===== src/rtl/tfas_pkg.sv =====
// Shared types and constants of the tile frame animation sequencer.
package tfas_pkg;

    localparam int TILE_W  = 16;
    localparam int DUR_W   = 16;
    localparam int INDEX_W = 6;
    localparam int SLOT_W  = 6;
    localparam int COUNT_W = 7;
    localparam int TIME_W  = 32;
    localparam int ELAP_W  = 16;
    localparam int MODE_W  = 2;

    // frame index is 6 bits wide, so no more than this many slots are reachable
    localparam int SLOT_LIMIT     = 2 ** INDEX_W;
    localparam int MAX_FRAMES_DEF = 64;

    // item kinds carried on s_tuser
    localparam logic [MODE_W-1:0] MODE_ADVANCE = 2'd0;
    localparam logic [MODE_W-1:0] MODE_WRITE   = 2'd1;
    localparam logic [MODE_W-1:0] MODE_RESTART = 2'd2;

    // configuration register indexes (paddr[2])
    localparam logic REG_FRAME_COUNT = 1'b0;
    localparam logic REG_BASE_TILE   = 1'b1;

    localparam int APB_AW = 3;
    localparam int APB_DW = 32;

    localparam int S_DATA_W = 56;
    localparam int M_DATA_W = 24;

    typedef struct packed {
        logic [TILE_W-1:0] tile;
        logic [DUR_W-1:0]  dur;
    } frame_entry_t;

endpackage


===== src/rtl/tfas_rem_unit.sv =====
// Bit-serial restoring remainder unit, one dividend bit per cycle.
module tfas_rem_unit #(
    parameter int SUM_W = 22
) (
    input  logic                      aclk,
    input  logic                      aresetn,
    input  logic                      start,
    input  logic [tfas_pkg::TIME_W-1:0] dividend,
    input  logic [SUM_W-1:0]          divisor,
    output logic                      done,
    output logic [SUM_W-1:0]          rem
);

    localparam int CNT_W = $clog2(tfas_pkg::TIME_W);
    localparam logic [CNT_W-1:0] CNT_LAST = CNT_W'(tfas_pkg::TIME_W - 1);

    logic                        busy_reg;
    logic                        done_reg;
    logic [CNT_W-1:0]            cnt_reg;
    logic [tfas_pkg::TIME_W-1:0] dvd_reg;
    logic [SUM_W-1:0]            rem_reg;
    logic [SUM_W-1:0]            rem_next;
    logic [SUM_W:0]              trial;

    // remainder stays below the divisor, so the trial value fits one extra bit
    always_comb begin
        trial = {rem_reg, dvd_reg[tfas_pkg::TIME_W-1]};
        if (trial >= {1'b0, divisor}) begin
            rem_next = SUM_W'(trial - {1'b0, divisor});
        end else begin
            rem_next = trial[SUM_W-1:0];
        end
    end

    always_ff @(posedge aclk) begin
        if (!aresetn) begin
            busy_reg <= 1'b0;
            done_reg <= 1'b0;
            cnt_reg  <= '0;
        end else begin
            done_reg <= 1'b0;
            if (start) begin
                busy_reg <= 1'b1;
                cnt_reg  <= '0;
            end else if (busy_reg) begin
                cnt_reg <= cnt_reg + 1'b1;
                if (cnt_reg == CNT_LAST) begin
                    busy_reg <= 1'b0;
                    done_reg <= 1'b1;
                end
            end
        end
    end

    always_ff @(posedge aclk) begin
        if (start) begin
            rem_reg <= '0;
            dvd_reg <= dividend;
        end else if (busy_reg) begin
            rem_reg <= rem_next;
            dvd_reg <= {dvd_reg[tfas_pkg::TIME_W-2:0], 1'b0};
        end
    end

    assign done = done_reg;
    assign rem  = rem_reg;

endmodule


===== src/rtl/tile_frame_animation_sequencer_unit.sv =====
// Top level: frame table memory, sequencing state machine and APB registers.
//
//   channel  | direction | payload (low bit first)
//   s_       | in        | tuser: mode; tdata: elapsed_ms, frame_slot, frame_tile,
//            |           |   frame_duration
//   m_       | out       | tdata: tile_changed, frame_index, shown_tile
//   apb      | in/out    | reg 0 frame_count @0x0, reg 1 base_tile_id @0x4
//
// Write, the unused kind and an advance with no frames in use go from BEFORE to FIN; restart passes AFTER.
// An advance goes through BEFORE and WALK, stepping frames through the table port,
// re-sums durations in SUM first after a table or count change,
// and folds whole passes in the remainder unit (DIV) on a long advance.
// Synchronous active-low reset; the frame table is not cleared.
// A new item is taken while a result waits on m_; it stalls before its own result.
module tile_frame_animation_sequencer_unit #(
    parameter int MAX_FRAMES = tfas_pkg::MAX_FRAMES_DEF
) (
    input  logic                          aclk,
    input  logic                          aresetn,
    // input items
    input  logic                          s_tvalid,
    output logic                          s_tready,
    // [15:0] elapsed_ms, [21:16] frame_slot, [37:22] frame_tile,
    // [53:38] frame_duration, [55:54] zero
    input  logic [tfas_pkg::S_DATA_W-1:0] s_tdata,
    // [1:0] mode
    input  logic [tfas_pkg::MODE_W-1:0]   s_tuser,
    // results
    output logic                          m_tvalid,
    input  logic                          m_tready,
    // [0] tile_changed, [6:1] frame_index, [22:7] shown_tile, [23] zero
    output logic [tfas_pkg::M_DATA_W-1:0] m_tdata,
    // configuration
    input  logic                          psel,
    input  logic                          penable,
    input  logic                          pwrite,
    input  logic [tfas_pkg::APB_AW-1:0]   paddr,
    input  logic [tfas_pkg::APB_DW-1:0]   pwdata,
    output logic [tfas_pkg::APB_DW-1:0]   prdata,
    output logic                          pready
);

    localparam int DEPTH = (MAX_FRAMES < tfas_pkg::SLOT_LIMIT) ? MAX_FRAMES
                                                                : tfas_pkg::SLOT_LIMIT;
    localparam int AW    = (DEPTH > 1) ? $clog2(DEPTH) : 1;
    localparam int SUM_W = tfas_pkg::DUR_W + ((DEPTH > 1) ? $clog2(DEPTH) : 0);
    localparam logic [tfas_pkg::COUNT_W-1:0] DEPTH_C = tfas_pkg::COUNT_W'(DEPTH);

    typedef enum logic [6:0] {
        ST_IDLE   = 7'b0000001,
        ST_BEFORE = 7'b0000010,
        ST_SUM    = 7'b0000100,
        ST_WALK   = 7'b0001000,
        ST_DIV    = 7'b0010000,
        ST_AFTER  = 7'b0100000,
        ST_FIN    = 7'b1000000
    } state_t;

    state_t state_reg, state_next;

    // latched item
    logic [tfas_pkg::MODE_W-1:0]  mode_reg;
    logic [tfas_pkg::ELAP_W-1:0]  elapsed_reg;
    logic [tfas_pkg::SLOT_W-1:0]  slot_reg;
    logic [tfas_pkg::TILE_W-1:0]  ftile_reg;
    logic [tfas_pkg::DUR_W-1:0]   fdur_reg;

    logic [tfas_pkg::COUNT_W-1:0] frame_count_reg;
    logic [tfas_pkg::TILE_W-1:0]  base_tile_reg;

    logic [tfas_pkg::INDEX_W-1:0] cur_reg, cur_next;
    logic [tfas_pkg::TIME_W-1:0]  unused_reg, unused_next;
    logic [tfas_pkg::TILE_W-1:0]  before_reg, before_next;
    logic [tfas_pkg::TILE_W-1:0]  after_reg, after_next;
    logic [SUM_W-1:0]             sum_reg, sum_next;
    logic                         allnz_reg, allnz_next;
    logic                         sum_valid_reg, sum_valid_next;
    logic [tfas_pkg::COUNT_W-1:0] sum_idx_reg, sum_idx_next;
    logic                         pend_reg, pend_next;
    logic                         reduced_reg, reduced_next;

    logic                         m_tvalid_reg;
    logic [tfas_pkg::M_DATA_W-1:0] m_data_reg;

    // frame table
    tfas_pkg::frame_entry_t       frame_mem [DEPTH];
    tfas_pkg::frame_entry_t       rdata_reg;
    logic [AW-1:0]                rd_addr;
    logic                         wr_en;
    logic                         sum_issue;

    logic                         s_accept;
    logic                         out_load;
    logic                         cfg_wr;
    logic [tfas_pkg::COUNT_W-1:0] n_use;
    logic                         slot_ok;
    logic [tfas_pkg::COUNT_W-1:0] cur_inc;
    logic [tfas_pkg::TIME_W:0]    add_w;
    logic [tfas_pkg::TIME_W-1:0]  unused_sat;

    logic                         div_start;
    logic                         div_done;
    logic [SUM_W-1:0]             div_rem;

    assign s_tready = (state_reg == ST_IDLE);
    assign s_accept = s_tvalid && s_tready;
    assign cfg_wr   = psel && penable && pwrite && pready;
    assign pready   = 1'b1;

    assign n_use   = (frame_count_reg < DEPTH_C) ? frame_count_reg : DEPTH_C;
    assign slot_ok = ({1'b0, slot_reg} < DEPTH_C);
    assign cur_inc = {1'b0, cur_reg} + 1'b1;
    assign add_w   = {1'b0, unused_reg} + (tfas_pkg::TIME_W + 1)'(elapsed_reg);
    assign unused_sat = add_w[tfas_pkg::TIME_W] ? '1 : add_w[tfas_pkg::TIME_W-1:0];

    always_comb begin
        state_next     = state_reg;
        cur_next       = cur_reg;
        unused_next    = unused_reg;
        before_next    = before_reg;
        after_next     = after_reg;
        sum_next       = sum_reg;
        allnz_next     = allnz_reg;
        sum_valid_next = sum_valid_reg;
        sum_idx_next   = sum_idx_reg;
        pend_next      = pend_reg;
        reduced_next   = reduced_reg;
        wr_en          = 1'b0;
        div_start      = 1'b0;
        sum_issue      = 1'b0;
        out_load       = 1'b0;

        unique case (state_reg)
            ST_IDLE: begin
                if (s_accept) begin
                    state_next = ST_BEFORE;
                end
            end
            ST_BEFORE: begin
                before_next = (n_use == '0) ? base_tile_reg : rdata_reg.tile;
                case (mode_reg)
                    tfas_pkg::MODE_ADVANCE: begin
                        if (n_use == '0) begin
                            after_next = before_next;
                            state_next = ST_FIN;
                        end else begin
                            unused_next  = unused_sat;
                            reduced_next = 1'b0;
                            if (sum_valid_reg) begin
                                state_next = ST_WALK;
                            end else begin
                                sum_next     = '0;
                                allnz_next   = 1'b1;
                                sum_idx_next = '0;
                                pend_next    = 1'b0;
                                state_next   = ST_SUM;
                            end
                        end
                    end
                    tfas_pkg::MODE_WRITE: begin
                        wr_en = slot_ok;
                        if (slot_ok) begin
                            sum_valid_next = 1'b0;
                        end
                        if (n_use == '0) begin
                            after_next = base_tile_reg;
                        end else if (slot_ok && slot_reg == cur_reg) begin
                            after_next = ftile_reg;
                        end else begin
                            after_next = rdata_reg.tile;
                        end
                        state_next = ST_FIN;
                    end
                    tfas_pkg::MODE_RESTART: begin
                        if (n_use != '0) begin
                            cur_next    = '0;
                            unused_next = '0;
                        end
                        state_next = ST_AFTER;
                    end
                    default: begin
                        after_next = before_next;
                        state_next = ST_FIN;
                    end
                endcase
            end
            ST_AFTER: begin
                after_next = (n_use == '0) ? base_tile_reg : rdata_reg.tile;
                state_next = ST_FIN;
            end
            ST_SUM: begin
                // read data is registered, so it arrives in the cycle after the address is issued
                if (pend_reg) begin
                    sum_next   = sum_reg + SUM_W'(rdata_reg.dur);
                    allnz_next = allnz_reg && (rdata_reg.dur != '0);
                end
                if (sum_idx_reg < n_use) begin
                    sum_issue    = 1'b1;
                    sum_idx_next = sum_idx_reg + 1'b1;
                    pend_next    = 1'b1;
                end else begin
                    pend_next      = 1'b0;
                    sum_valid_next = 1'b1;
                    state_next     = ST_WALK;
                end
            end
            ST_WALK: begin
                if (rdata_reg.dur == '0 ||
                    unused_reg <= tfas_pkg::TIME_W'(rdata_reg.dur)) begin
                    after_next = rdata_reg.tile;
                    state_next = ST_FIN;
                end else if (!reduced_reg && allnz_reg && ({1'b0, cur_reg} < n_use) &&
                             unused_reg > tfas_pkg::TIME_W'(sum_reg)) begin
                    // fold whole passes through the table in one go
                    div_start    = 1'b1;
                    reduced_next = 1'b1;
                    state_next   = ST_DIV;
                end else begin
                    unused_next = unused_reg - tfas_pkg::TIME_W'(rdata_reg.dur);
                    cur_next    = (cur_inc >= n_use) ? '0 : cur_inc[tfas_pkg::INDEX_W-1:0];
                end
            end
            ST_DIV: begin
                if (div_done) begin
                    unused_next = tfas_pkg::TIME_W'(div_rem) + 1'b1;
                    state_next  = ST_WALK;
                end
            end
            ST_FIN: begin
                if (!m_tvalid_reg || m_tready) begin
                    out_load   = 1'b1;
                    state_next = ST_IDLE;
                end
            end
            default: begin
                state_next = ST_IDLE;
            end
        endcase

        // the table port reads the issued sum index, else the index cur_reg will hold next cycle
        rd_addr = sum_issue ? sum_idx_reg[AW-1:0] : cur_next[AW-1:0];
    end

    tfas_rem_unit #(
        .SUM_W(SUM_W)
    ) u_rem (
        .aclk     (aclk),
        .aresetn  (aresetn),
        .start    (div_start),
        .dividend (unused_reg - 1'b1),
        .divisor  (sum_reg),
        .done     (div_done),
        .rem      (div_rem)
    );

    // frame table memory
    always_ff @(posedge aclk) begin
        if (wr_en) begin
            frame_mem[slot_reg[AW-1:0]] <= '{tile: ftile_reg, dur: fdur_reg};
        end
        rdata_reg <= frame_mem[rd_addr];
    end

    always_ff @(posedge aclk) begin
        if (!aresetn) begin
            state_reg       <= ST_IDLE;
            cur_reg         <= '0;
            unused_reg      <= '0;
            sum_valid_reg   <= 1'b0;
            pend_reg        <= 1'b0;
            reduced_reg     <= 1'b0;
            m_tvalid_reg    <= 1'b0;
            frame_count_reg <= '0;
            base_tile_reg   <= '0;
        end else begin
            state_reg   <= state_next;
            cur_reg     <= cur_next;
            unused_reg  <= unused_next;
            pend_reg    <= pend_next;
            reduced_reg <= reduced_next;

            if (cfg_wr && paddr[2] == tfas_pkg::REG_FRAME_COUNT) begin
                frame_count_reg <= pwdata[tfas_pkg::COUNT_W-1:0];
                sum_valid_reg   <= 1'b0;
            end else begin
                sum_valid_reg <= sum_valid_next;
            end
            if (cfg_wr && paddr[2] == tfas_pkg::REG_BASE_TILE) begin
                base_tile_reg <= pwdata[tfas_pkg::TILE_W-1:0];
            end

            if (out_load) begin
                m_tvalid_reg <= 1'b1;
            end else if (m_tready) begin
                m_tvalid_reg <= 1'b0;
            end
        end
    end

    // payload registers
    always_ff @(posedge aclk) begin
        before_reg  <= before_next;
        after_reg   <= after_next;
        sum_reg     <= sum_next;
        allnz_reg   <= allnz_next;
        sum_idx_reg <= sum_idx_next;
        if (s_accept) begin
            mode_reg    <= s_tuser;
            elapsed_reg <= s_tdata[15:0];
            slot_reg    <= s_tdata[21:16];
            ftile_reg   <= s_tdata[37:22];
            fdur_reg    <= s_tdata[53:38];
        end
        if (out_load) begin
            m_data_reg <= {1'b0, after_reg, cur_reg, (before_reg != after_reg)};
        end
    end

    assign m_tvalid = m_tvalid_reg;
    assign m_tdata  = m_data_reg;

    always_comb begin
        unique case (paddr[2])
            tfas_pkg::REG_FRAME_COUNT:
                prdata = tfas_pkg::APB_DW'(frame_count_reg);
            tfas_pkg::REG_BASE_TILE:
                prdata = tfas_pkg::APB_DW'(base_tile_reg);
            default:
                prdata = '0;
        endcase
    end

endmodule


===== config.mk =====
export PLATFORM = sky130hd
export DESIGN_NAME = tile_frame_animation_sequencer_unit
export DESIGN_NICKNAME = d
export VERILOG_FILES = /design/src/rtl/tfas_pkg.sv /design/src/rtl/tfas_rem_unit.sv /design/src/rtl/tile_frame_animation_sequencer_unit.sv
export SDC_FILE = /design/constraint.sdc
export NUM_CORES = 2
export LEC_CHECK = 0
export ABC_AREA = 1
export BUFFER_PORTS_ARGS = -buffer_cell sky130_fd_sc_hd__buf_2
export CAP_MARGIN = 5
export CELL_PAD_IN_SITES_DETAIL_PLACEMENT = 1
export CELL_PAD_IN_SITES_GLOBAL_PLACEMENT = 1
export CORE_ASPECT_RATIO = 0.9
export CORE_MARGIN = 5
export CORE_UTILIZATION = 55
export CTS_CLUSTER_SIZE = 40
export DETAILED_ROUTE_END_ITERATION = 10
export PLACE_DENSITY_LB_ADDON = 0.2
export SLEW_MARGIN = 20
export SYNTH_ARGS = -nofsm -noshare
export SYNTH_HDL_FRONTEND = slang
export SYNTH_SLANG_ARGS = --single-unit

===== constraint.sdc =====
create_clock -name aclk -period 13.75 [get_ports aclk]
set_clock_uncertainty 0.15 [all_clocks]
set_input_delay 1.375 -clock aclk [delete_from_list [all_inputs] [get_ports aclk]]
set_output_delay 1.375 -clock aclk [all_outputs]
set_load 0.005 [all_outputs]

==> impl_metrics.csv <==
group,metric,value,unit
place,routabilityCongestion,0.882,
detailed_routing,drt_first_iter_violations,9547,
synthesis,yosysSeqAreaShare,0.641,
clock_network,cts_max_path_buffers,3,
floorplanning,die_h,431,µm
critical_path,path_cells,"ha_1 > nand4_1 > nand2_1 > inv_1 > ha_1 > a21oi_1 > o21ai_0 > and3b_1 > nand2_1 > nand3_1 > nand2_1 > nand2_1 > nand3_4 > nand2_8 > buf_4 > buf_4 > nand2_1 > nand3_1 > nand3_1 > nand3_1 > nand3_1 > nand3_1 > nand2_1",
sta,slew_viol_final,0,
critical_path,worst_r2r_endpoint,"rdata_reg[14]",
clock_network,post_cts_buffers,0,
critical_path,cp_data_required_time,14.30,ns
synthesis,synth_seq_cells,2354,
detailed_routing,dr_wl_met2,172000,µm
floorplanning,coreArea,196000,µm²
critical_path,r2r_cells,23,
global_route,grt_pass1_wl,535000,µm
clock_network,cts_buffers,232,
clock_network,worstSkewPairLatency,0.88,ns
sta,finalCritPeriodShare,0.546,
global_route,grt_max_degree,199,
global_route,grt-ovfl-total,0,
critical_path,cp_slowest_stage_delay,0.84,ns
detailed_routing,drc_errors,0,
detailed_routing,wl_met1,135000,µm
clock_network,cts_resized,0,
cells_and_area,layout_commonest_cell,"nand3_1",
sta,setup_ws,6.24,ns
sta,finalHoldViolCount,0,
cells_and_area,layout.cells.non_filler,13000,
synthesis,synthArstFlopShare,0,
cells_and_area,final_area,118000,µm²
run,max_cap_violations,0,
critical_path,crit_path_end_kind,"register",
critical_path,crit_fanout,112,
synthesis,synth_edf_count,2221,
sta,tns,0,ns
synthesis,synth_cell_types,52,
pwr,power_density,149,nW/µm²
floorplanning,io_pins,159,
critical_path,ff2ff_setup_slack,6.24,ns
hold_path,hp-class,"reg2reg",
detailed_routing,wl,361000,µm
hold_path,hold_end,"pend_reg",
critical_path,worstReg2RegStart,"cur_reg[1]",
global_route,grt_pass1_vias,86200,
place,dpl_cell_area,111000,µm²
pwr,power.leakage,46.2,nW
critical_path,slowest_stage,"nand2_8",
synthesis,synth-warning-count,0,
hold_path,holdPathStages,2,
clock_network,root_buffer,"clkbuf_16",
detailed_routing,viasPerCell,6.27,
detailed_routing,vias,81300,
cells_and_area,largest_reg_flops,2048,
cells_and_area,layout_common_cells,"2283 x nand3_1, 2221 x edfxtp_1, 1651 x nand2_1",
pwr,peakVddDrop,0.160,mV
pwr,p_total,17.6,mW
clock_network,holdBufCountCts,0,
critical_path,critPathLaunchType,"register",
sta,period_needed,7.51,ns
detailed_routing,routed.top_layer,"met5",
floorplanning,initial_core_util,0.553,
detailed_routing,first_pass_iters,8,
hold_path,hp-start,"pend_reg",
global_route,antenna_found_initial,18,
sta,fmax,133,MHz
global_route,grtUsageTotal,0.344,
place,place_inst,12500,
cells_and_area,layout-drive-gt1-share,0.0712,
clock_network,path_clk_slew,0.06,ns
critical_path,arrival,8.06,ns
sta,rsz0062_at_grt,"no",
sta,relSlewSlack,0.202,
clock_network,clkSinkCount,2354,
clock_network,htree_num_levels,4,
floorplanning,die_w,478,µm
synthesis,synthCells,10300,
place,post-place-ws,6.39,ns
cells_and_area,fin_nets,10400,
critical_path,path_class,"reg2reg",
outcome,outcome,"completed",
clock_network,cts_tree,"built",
floorplanning,dieArea,206000,µm²
place,dp_hpwl,199000,µm
synthesis,synth-main-ff-cell,"edfxtp_1",
cells_and_area,area_delta_synth_final,9.50,%
sta,worstMarginPinSlew,1.20,ns
detailed_routing,wl_met3,32400,µm
detailed_routing,route.detailed.wl_per_inst,27.9,µm
cells_and_area,final_core_util,0.605,
sta,holdWs,0.319,ns
synthesis,syn_avg_cell_area,10.5,µm²
place,port_buffers,120,
floorplanning,rows,154,
synthesis,syn-cell-area,108000,µm²
detailed_routing,ant_nets,0,
sta,finalSetupViolCount,0,
-- layout make-up --
class,instances,area [µm²]
multi-input cells,5847,31000
repair buffers,301,2120
well taps,2574,3220
clock buffers,303,6200
clock inverters,119,1010
fillers,20600,77300
flip-flops and latches,2354,69400
inverters,1463,5510
diodes,7,17.5
-- worst max-delay path: cells and delay by family (launching register included) --
family	cells	cell delay, ns
AOI/OAI and AO/OA	2	0.23
adders and majority gates	2	0.70
buffers and inverters	3	1.62
DFF	1	0.65
and+or+nand+nor	16	3.77
-- per-layer routing --
layer  vias to the layer above  global-route usage
li1                      35100                   -
met1                     41100               0.430
met2                      4077               0.570
met3                       998              0.0629
met4                         2               0.188
met5                         -                   0
-- how the worst max path moves through the flow --
stage,start,to
2_1_floorplan,unused_reg[0],after_reg[0]
3_3_place_gp,cur_reg[1],rdata_reg[14]
3_5_place_dp,cur_reg[1],rdata_reg[14]
4_1_cts,cur_reg[1],rdata_reg[14]
5_1_grt,cur_reg[1],rdata_reg[14]
6_report,cur_reg[1],rdata_reg[14]
-- synth_stat cells, drive strengths merged (3+ instances only) --
master,n,area (µm²)
edfxtp,2221,66700
nand3b,751,5640
nor3,36,180
nor4,19,125
a21oi,156,781
and3,3,18.8
a221oi,7,61.3
xnor2,19,166
fa,4,80.1
dfxtp,133,2660
clkinv,6,23.8
o221ai,3,26.3
xor2,66,578
o21a,11,82.6
o21ai,225,1130
clkbuf,236,893
nor2,298,1130
a21boi,5,37.5
inv,1457,5470
o211ai,27,203
o31ai,5,37.5
ha,117,1460
a32oi,20,175
buf,406,2090
or2,13,81.3
nand4,32,200
a31oi,45,282
nor3b,3,27.5
nand3,2286,11500
o22ai,4,25.0
a21o,7,52.6
nand2,1657,6230
a41oi,3,26.3
-- logic make-up (layout without fill, tap and decap cells) --
logic type                 Yosys count  after routing  share of synthesized area
other                                2             25                  0.0000694
DFF                               2354           2354                      0.641
adders and majority gates          121            121                     0.0143
AOI/OAI and AO/OA                  524            524                     0.0274
buffers and inverters             2105           2186                     0.0783
and+or+nand+nor                   5099           5099                      0.232
xor gates and xnor gates            85             85                    0.00688
-- report_power, final --
group	switching [mW]	leakage [nW]	internal, mW
clock network	2.82	3.49	3.39
logic	2.38	21.6	0.812
registers	0.117	21.0	8.11
Note: power is estimated with default switching activity, not from simulation.
